**src/kda_pkg.sv**
```systemverilog
// Package for the key debounce and auto-repeat block.
// Holds register indexes, key patterns, event codes and shared types; no dependencies.
package kda_pkg;

   localparam int unsigned CSR_INDEX_WIDTH = 8;
   localparam int unsigned CSR_DATA_WIDTH  = 8;

   localparam logic [CSR_INDEX_WIDTH-1:0] REG_RAMP_START       = 8'd0;
   localparam logic [CSR_INDEX_WIDTH-1:0] REG_RAMP_END         = 8'd1;
   localparam logic [CSR_INDEX_WIDTH-1:0] REG_RAMP_STEP        = 8'd2;
   localparam logic [CSR_INDEX_WIDTH-1:0] REG_DEBOUNCE_PERIODS = 8'd3;

   localparam logic [7:0] RAMP_START_RESET       = 8'd80;
   localparam logic [7:0] RAMP_END_RESET         = 8'd16;
   localparam logic [7:0] RAMP_STEP_RESET        = 8'd8;
   localparam logic [7:0] DEBOUNCE_PERIODS_RESET = 8'd5;

   localparam logic [3:0] PAT_NO_KEY   = 4'h0F;
   localparam logic [3:0] PAT_FN_KEY   = 4'h0D;
   localparam logic [3:0] PAT_DOWN_KEY = 4'h07;
   localparam logic [3:0] PAT_UP_KEY   = 4'h0B;
   localparam logic [3:0] PAT_RELEASE  = 4'h02;

   localparam logic [3:0] EDGE_DOWN    = 4'h08;
   localparam logic [3:0] EDGE_UP      = 4'h04;
   localparam logic [3:0] EDGE_RELEASE = 4'h02;
   localparam logic [3:0] EDGE_CLEAN   = 4'h01;

   localparam logic [2:0] PHASE_START = 3'd4;

   localparam logic [7:0] CODE_DOWN    = 8'h64;
   localparam logic [7:0] CODE_UP      = 8'h75;
   localparam logic [7:0] CODE_RELEASE = 8'h72;
   localparam logic [7:0] CODE_CLEAN   = 8'h6B;
   localparam logic [7:0] CODE_FUNC    = 8'h66;

   typedef struct packed {
      logic [7:0] ramp_start;
      logic [7:0] ramp_end;
      logic [7:0] ramp_step;
      logic [7:0] debounce_periods;
   } cfg_type;

   typedef struct packed {
      logic       event_written;
      logic [7:0] event_code;
      logic [3:0] keys_stable;
      logic       activity;
      logic       clean_request;
   } result_type;

endpackage

```
**src/kda_scan.sv**
```systemverilog
// Scan step: sample shifting, debounce and auto-repeat ramp for one tick per beat.
// Depends on kda_pkg for configuration and result types.
module kda_scan import kda_pkg::*; (
   input  logic       clock,
   input  logic       reset,
   input  logic       step_en,
   input  logic       pin_level,
   input  cfg_type    cfg,
   output result_type result
);

   logic [3:0] sample_shift_ff, sample_shift_in;
   logic [2:0] scan_phase_ff, scan_phase_in;
   logic [3:0] last_pattern_ff, last_pattern_in;
   logic [7:0] debounce_count_ff, debounce_count_in;
   logic [3:0] stable_pattern_ff, stable_pattern_in;
   logic [7:0] repeat_count_ff, repeat_count_in;
   logic [7:0] repeat_reload_ff, repeat_reload_in;
   logic       long_press_ff, long_press_in;

   always_comb begin
      logic [2:0] phase_dec;
      logic [3:0] edge_mask;
      logic [8:0] grow_sum;
      logic [9:0] start_x3;
      logic [7:0] func_limit;
      sample_shift_in   = {pin_level, sample_shift_ff[3:1]};
      phase_dec         = scan_phase_ff - 3'd1;
      scan_phase_in     = phase_dec;
      last_pattern_in   = last_pattern_ff;
      debounce_count_in = debounce_count_ff;
      stable_pattern_in = stable_pattern_ff;
      repeat_count_in   = repeat_count_ff;
      repeat_reload_in  = repeat_reload_ff;
      long_press_in     = long_press_ff;
      edge_mask         = (stable_pattern_ff ^ sample_shift_in) & (stable_pattern_ff ^ PAT_RELEASE);
      grow_sum          = {1'b0, repeat_reload_ff} + {1'b0, cfg.ramp_step};
      start_x3          = {2'b00, cfg.ramp_start} + {1'b0, cfg.ramp_start, 1'b0};
      func_limit        = start_x3[9:2];
      result            = '0;
      if (phase_dec == 3'd0) begin
         scan_phase_in = PHASE_START;
         if (sample_shift_in != last_pattern_ff) begin
            debounce_count_in = cfg.debounce_periods;
            last_pattern_in   = sample_shift_in;
         end
         if (debounce_count_in != 8'd0) begin
            debounce_count_in = debounce_count_in - 8'd1;
            if (debounce_count_in == 8'd0) begin
               if (sample_shift_in != PAT_NO_KEY || stable_pattern_ff == PAT_FN_KEY) begin
                  result.event_written = 1'b1;
                  result.event_code    = {4'h0, edge_mask};
                  if (edge_mask == EDGE_DOWN) begin
                     result.event_code = CODE_DOWN;
                  end else if (edge_mask == EDGE_UP) begin
                     result.event_code = CODE_UP;
                  end else if (edge_mask == EDGE_RELEASE && !long_press_ff) begin
                     result.event_code = CODE_RELEASE;
                  end else if (edge_mask == EDGE_CLEAN) begin
                     result.event_code    = CODE_CLEAN;
                     result.clean_request = 1'b1;
                  end
               end
               if (stable_pattern_ff == PAT_NO_KEY) begin
                  long_press_in = 1'b0;
               end
               if (stable_pattern_ff != sample_shift_in) begin
                  repeat_count_in = cfg.ramp_start;
               end
               stable_pattern_in = sample_shift_in;
               result.activity   = 1'b1;
            end
         end
         if (repeat_count_in > cfg.ramp_end) begin
            repeat_count_in = repeat_count_in - 8'd1;
         end else begin
            repeat_count_in = repeat_reload_ff;
            if (stable_pattern_in == PAT_NO_KEY) begin
               if (repeat_reload_ff < cfg.ramp_start) begin
                  repeat_reload_in = grow_sum[8] ? 8'hFF : grow_sum[7:0];
               end
            end else begin
               if (repeat_reload_ff > cfg.ramp_end) begin
                  repeat_reload_in = (repeat_reload_ff >= cfg.ramp_step) ?
                                     repeat_reload_ff - cfg.ramp_step : 8'd0;
               end
               if (stable_pattern_in == PAT_DOWN_KEY) begin
                  result.event_code    = CODE_DOWN;
                  result.event_written = 1'b1;
               end
               if (stable_pattern_in == PAT_UP_KEY) begin
                  result.event_code    = CODE_UP;
                  result.event_written = 1'b1;
               end
               if (stable_pattern_in == PAT_FN_KEY && repeat_reload_in < func_limit) begin
                  result.event_code    = CODE_FUNC;
                  result.event_written = 1'b1;
                  repeat_reload_in     = cfg.ramp_start;
                  long_press_in        = 1'b1;
               end
               result.activity = 1'b1;
            end
         end
      end
      result.keys_stable = stable_pattern_in;
   end

   always_ff @(posedge clock) begin
      if (reset) begin
         sample_shift_ff   <= '0;
         scan_phase_ff     <= PHASE_START;
         last_pattern_ff   <= '0;
         debounce_count_ff <= '0;
         stable_pattern_ff <= PAT_NO_KEY;
         repeat_count_ff   <= RAMP_START_RESET;
         repeat_reload_ff  <= RAMP_START_RESET;
         long_press_ff     <= 1'b0;
      end else if (step_en) begin
         sample_shift_ff   <= sample_shift_in;
         scan_phase_ff     <= scan_phase_in;
         last_pattern_ff   <= last_pattern_in;
         debounce_count_ff <= debounce_count_in;
         stable_pattern_ff <= stable_pattern_in;
         repeat_count_ff   <= repeat_count_in;
         repeat_reload_ff  <= repeat_reload_in;
         long_press_ff     <= long_press_in;
      end
   end

endmodule

```
**src/key_debounce_autorepeat.sv**
```systemverilog
// Each accepted tick beat's result is registered in the output or skid register.
// Throughput: one tick per cycle unless req_stall; a two-entry output stage
// (register plus skid) accepts one more beat while a result waits on rsp_stall.
// Reset (synchronous, active high): registers back to defaults, phase 4,
// stable pattern no-key, ramp at its start value, output stage empty.
module key_debounce_autorepeat import kda_pkg::*; (
   input  logic                       clock,
   input  logic                       reset,
   input  logic                       req_valid,
   output logic                       req_stall,
   input  logic                       req_pin_level,
   output logic                       rsp_valid,
   input  logic                       rsp_stall,
   output logic                       rsp_event_written,
   output logic [7:0]                 rsp_event_code,
   output logic [3:0]                 rsp_keys_stable,
   output logic                       rsp_activity,
   output logic                       rsp_clean_request,
   input  logic                       csr_write_enable,
   input  logic [CSR_INDEX_WIDTH-1:0] csr_index,
   input  logic [CSR_DATA_WIDTH-1:0]  csr_write_data
);

   cfg_type    cfg_ff;
   result_type step_result;
   result_type out_ff;
   result_type skid_ff;
   logic       out_valid_ff;
   logic       skid_valid_ff;
   logic       accept;
   logic       out_free;

   assign req_stall = skid_valid_ff;
   assign accept    = req_valid && !skid_valid_ff;
   assign out_free  = !out_valid_ff || !rsp_stall;

   always_ff @(posedge clock) begin
      if (reset) begin
         cfg_ff.ramp_start       <= RAMP_START_RESET;
         cfg_ff.ramp_end         <= RAMP_END_RESET;
         cfg_ff.ramp_step        <= RAMP_STEP_RESET;
         cfg_ff.debounce_periods <= DEBOUNCE_PERIODS_RESET;
      end else if (csr_write_enable) begin
         unique case (csr_index)
            REG_RAMP_START:       cfg_ff.ramp_start       <= csr_write_data;
            REG_RAMP_END:         cfg_ff.ramp_end         <= csr_write_data;
            REG_RAMP_STEP:        cfg_ff.ramp_step        <= csr_write_data;
            REG_DEBOUNCE_PERIODS: cfg_ff.debounce_periods <= csr_write_data;
            default: ;
         endcase
      end
   end

   kda_scan u_scan (
      .clock     (clock),
      .reset     (reset),
      .step_en   (accept),
      .pin_level (req_pin_level),
      .cfg       (cfg_ff),
      .result    (step_result)
   );

   always_ff @(posedge clock) begin
      if (reset) begin
         out_valid_ff  <= 1'b0;
         skid_valid_ff <= 1'b0;
      end else if (out_free) begin
         if (skid_valid_ff) begin
            out_valid_ff  <= 1'b1;
            skid_valid_ff <= 1'b0;
         end else begin
            out_valid_ff <= accept;
         end
      end else if (accept) begin
         skid_valid_ff <= 1'b1;
      end
   end

   always_ff @(posedge clock) begin
      if (out_free) begin
         out_ff <= skid_valid_ff ? skid_ff : step_result;
      end
      if (!out_free && accept) begin
         skid_ff <= step_result;
      end
   end

   assign rsp_valid         = out_valid_ff;
   assign rsp_event_written = out_ff.event_written;
   assign rsp_event_code    = out_ff.event_code;
   assign rsp_keys_stable   = out_ff.keys_stable;
   assign rsp_activity      = out_ff.activity;
   assign rsp_clean_request = out_ff.clean_request;

endmodule

```
**config.mk**
```make
export PLATFORM = sky130hd
export DESIGN_NAME = key_debounce_autorepeat
export DESIGN_NICKNAME = d
export VERILOG_FILES = /design/src/kda_pkg.sv /design/src/kda_scan.sv /design/src/key_debounce_autorepeat.sv
export SDC_FILE = /design/constraint.sdc
export NUM_CORES = 1
export LEC_CHECK = 0
export BUFFER_PORTS_ARGS = -buffer_cell sky130_fd_sc_hd__clkbuf_2
export CAP_MARGIN = 15
export CORE_ASPECT_RATIO = 0.9
export CORE_UTILIZATION = 55
export DETAILED_ROUTE_END_ITERATION = 10
export GPL_TIMING_DRIVEN = 0
export PLACE_DENSITY = 0.78
export SLEW_MARGIN = 25
export SYNTH_ARGS = -nofsm -noshare
export SYNTH_HDL_FRONTEND = slang
export SYNTH_SLANG_ARGS = --single-unit
export TNS_END_PERCENT = 50
```
**constraint.sdc**
```tcl
create_clock -name clock -period 8 [get_ports clock]
set_input_delay 0 -clock clock [delete_from_list [all_inputs] [get_ports clock]]
set_output_delay 0 -clock clock [all_outputs]
set_load 0.005 [all_outputs]
```
==> flow_results.org <==
** Synthesis
- In the synthesized netlist the async set-or-reset flop fraction comes to 0%.
- Ranked by total cell area, the synthesized netlist is headed by dfxtp_1 (21%), ha_1 (11%), edfxtp_1 (11%).
- Yosys top cell by area :: dfxtp_1
- Count of flip-flops with a built-in enable after synthesis :: 26
- Synthesized net count :: 896
- YS warnings :: 0
- Number of storage elements in the synthesis netlist :: 99
- Synth cell types :: 72
- Of the post-synthesis cell area, the dominant cell type holds 20.9%.
- Synthesized cell area :: 7000 um2
- Average cell area after synthesis :: 8.67 um2
- Commonest register cell after synthesis :: dfxtp_1
- Synthesized instance count :: 808
- After synthesis, flip-flops and latches occupy 32.0% of the total area.

** GRT
- The number of antenna violations at the first check in global routing is 0.
- Entering global routing, the biggest net connects 17 pins.
- Via count of the first global-routing pass :: 5,703
- For this run, the total global-route usage over all layers was measured as 27.9%.
- Total grt overflow :: 0
- First-pass GRT wire length :: 28.7 mm

** Clocking
- After clock tree synthesis, the setup repair step added 0 buffers.
- TritonCTS built the clock tree.
- Number of CTS-inserted buffers :: 9
- The number of hold buffers added after CTS was 9.
- Clock latency on the worst-skew pair, taken at its later pin, is 0.35 ns.
- After clock tree synthesis, the clock-pin slew on the worst setup and hold paths is 0.07 ns.
- Clock Sinks :: 99
- Gates resized during post-CTS repair numbered 0.
- Total number of H-tree levels :: 3
- Max Root-Sink Buffers :: 2
- Root buf cell :: clkbuf_16

** Power and ir drop
- Power density over the cells :: 145 nW/um2
- The completed layout was analyzed and its total power is 1.13 mW.
- The analysis attributes to cell leakage a power of 3.22 nW.
- VDD sags by at most 123 uV.

** Timing
- Final Max Slew Viols :: 0
- Peak clock frequency supported by timing :: 155 MHz
- At the pin with the least slew margin, the transition time is 0.980 ns.
- Final critical-path required period :: 6.44 ns
- For the final database, setup skew stands at 0.00585 ns.
- Total Neg Setup Slack :: 0 ns
- Headroom to the max-slew limit came out at 34.2%.
- RSZ-0062 raised after global routing :: false
- Setup violations remaining at the end of the flow were counted as 0.
- The final critical path takes up 80.5% of the cycle.
- The total count of hold-check failures in the final report came to 0.

** Place
- Summing all placed instances gives a cell area of 7380 um2.
- The count of buffers added on input and output ports is 36.
- Detailed placement HPWL :: 13.3 mm
- Weighted congestion reported at the end of routability-driven placement :: 0.926

** Min path
- Classification of the worst-slack hold path :: in -> reg
- Counting instances, the worst hold path has a depth of 3.

** Floorplan
- For this design the top-level I/O count stands at 39.
- The core region is 12,200 um2.
- The floorplan step defined a die boundary enclosing 13,200 um2.
- Die outline width :: 121 um
- For this configuration, the core starts out at a cell density of 57.3%.
- In this run the core area contains 38 standard-cell rows.
- Die Span Y :: 109 um

** Route
- After detailed routing, the number of vias per cell comes to 6.03.
- Via Count :: 6,210
- For this run, design rule violations remaining after detail routing come to 0.
- Detailed-route wire length :: 17.4 mm
- Number of detailed-routing iterations run before antenna repair :: 5
- In this run, the number of DRC markers left after iteration 0 of detailed routing was 518.
- Dividing the detail-routed wire length by the instance count gives 17.0 um.
- Residual antenna-violating net count after detailed routing :: 0

** Layout
- Layout net count :: 952
- Fraction of the core area covered by cells at the end of the flow :: 63.6%
- After routing the design area is 7780 um2.
- The area growth from synthesis to layout is 11.0%.
- Of the cells placed in the final design, the portion with a size suffix greater than 1 is 11.3%.
- Antenna diodes :: 0

** Worst setup path
- Worst path arrival time :: 6.60 ns
- On the critical path, the stage with the largest delay is an instance of nor4b_4.
- Crit-path max cell delay :: 0.60 ns
- Type of the worst setup path :: reg -> reg
- Data on the critical path is required at its endpoint by 8.16 ns.
- Kind of capture point of the worst setup path :: register
- Number of cells on the worst reg-to-reg path :: 25
- The cell that appears most often on the critical path is buf_2.
- Along the worst path, the maximum fanout reaches 10.
- STA classifies the critical path startpoint as a register.

** Job
- The tool flagged a number of max-cap violations equal to 0.

** Run status
- Run status :: finished, final reports clean
registers in the layout, summed over array words and instances (netlist names):
register                  count
u_scan.scan_phase_ff          3
rsp_event_code                6
u_scan.stable_pattern_ff      4
u_scan.debounce_count_ff      8
cfg_ff                       32
rsp_activity                  1
skid_ff                      13
u_scan.last_pattern_ff        4
rsp_keys_stable               4
u_scan.long_press_ff          1
u_scan.repeat_count_ff        8
rsp_event_written             1
rsp_clean_request             1
req_stall                     1
rsp_valid                     1
u_scan.repeat_reload_ff       8
u_scan.sample_shift_ff        3
power breakdown:
| group | internal [mW] | switching [mW] |
|---|---|---|
| registers | 0.523 | 0.00691 |
| clock network | 0.241 | 0.194 |
| logic | 0.0617 | 0.100 |
routing by layer:
metal	vias up	wire length [um]	GRT usage, %	part of all wire [%]
met4	0	180	7.50	1.0
met2	192	7830	43.8	45
met5	-	0	0	0
li1	3056	-	-	-
met3	14	1040	4.45	6.0
met1	2948	8400	39.8	48
placed cells by master (no fill, tap or decap), types with 9 or more instances in the layout:
cell type / count
a21o_1: 16
a21oi_1: 59
a22o_1: 9
buf_2: 9
clkbuf_1: 21
clkbuf_16: 9
clkbuf_2: 37
dfxtp_1: 73
dlygate4sd3_1: 9
edfxtp_1: 26
ha_1: 63
inv_1: 53
mux2_2: 15
mux2i_1: 47
nand2_1: 61
nand3_1: 19
nand4_1: 11
nor2_1: 76
nor2b_1: 10
nor3_1: 21
nor4_1: 11
o211ai_1: 16
o21ai_0: 34
o31ai_1: 11
xnor2_1: 16
xor2_1: 10
worst paths after layout:
path,slack (ns),to,start
min,0.01,cfg_ff[20]$_SDFFE_PP1P_,csr_write_data[4]
max reg2reg,1.56,rsp_event_code[1]$_DFFE_PP_,u_scan.sample_shift_ff[2]$_SDFFE_PP0P_
min reg2reg,0.48,cfg_ff[20]$_SDFFE_PP1P_,cfg_ff[20]$_SDFFE_PP1P_
max,1.56,rsp_event_code[1]$_DFFE_PP_,u_scan.sample_shift_ff[2]$_SDFFE_PP0P_
kinds of logic after synthesis:
logic type | Yosys count | share of synthesized area, %
AO/OA/AOI/OAI | 201 | 18.9
XOR/XNOR | 26 | 3.25
adder cells (fa/ha/maj) | 66 | 12.1
buffers and inverters | 93 | 5.38
flip-flops | 99 | 32.0
multiplexers | 63 | 9.45
other | 1 | 0.0535
AND/OR/NAND/NOR | 259 | 18.9
cell type report:
| type | count | area (um2) |
|---|---|---|
| multi-input combinational | 616 | 4390 |
| clock buffer | 9 | 225 |
| clock inverter | 7 | 67.6 |
| timing repair buffer | 45 | 270 |
| tap | 160 | 200 |
| buffer | 39 | 174 |
| fill | 1071 | 4440 |
| sequential | 99 | 2240 |
| inverter | 54 | 203 |
stage by stage:
stage / setup WS (ns) / hold slack (ns) / std cells
6_report: 1.56 / 0.0103 / 1029
5_1_grt: 0.980 / 0.0238 / 1029
4_1_cts: 1.62 / 0.0109 / 1029
3_5_place_dp: 1.67 / 0.311 / 1004
3_3_place_gp: 1.76 / 0.299 / 1004
2_1_floorplan: 2.51 / 0.125 / 808
synthesized netlist by cell type, types with 9 or more instances:
cell	count
o211ai_1	16
nor4_1	12
nor2_1	77
nand4_1	11
mux2_2	15
a21oi_1	59
xor2_1	10
nor2b_1	10
buf_2	9
clkbuf_1	21
nand3_1	19
a21o_1	16
o31ai_1	11
mux2i_1	47
inv_1	53
a22o_1	9
ha_1	63
nor3_1	21
dfxtp_1	73
edfxtp_1	26
nand2_1	61
xnor2_1	16
o21ai_0	34
worst max-delay path, delay by kind of cell, from the launching register on:
family,cells,cell delay [ns]
AOI/OAI and AO/OA,6,1.16
xor gates and xnor gates,1,0.19
adders and majority gates,2,0.62
buffers and inverters,7,1.37
DFF,1,0.33
muxes,3,0.80
and+or+nand+nor,6,1.78
Note: power is estimated with default switching activity, not from simulation.
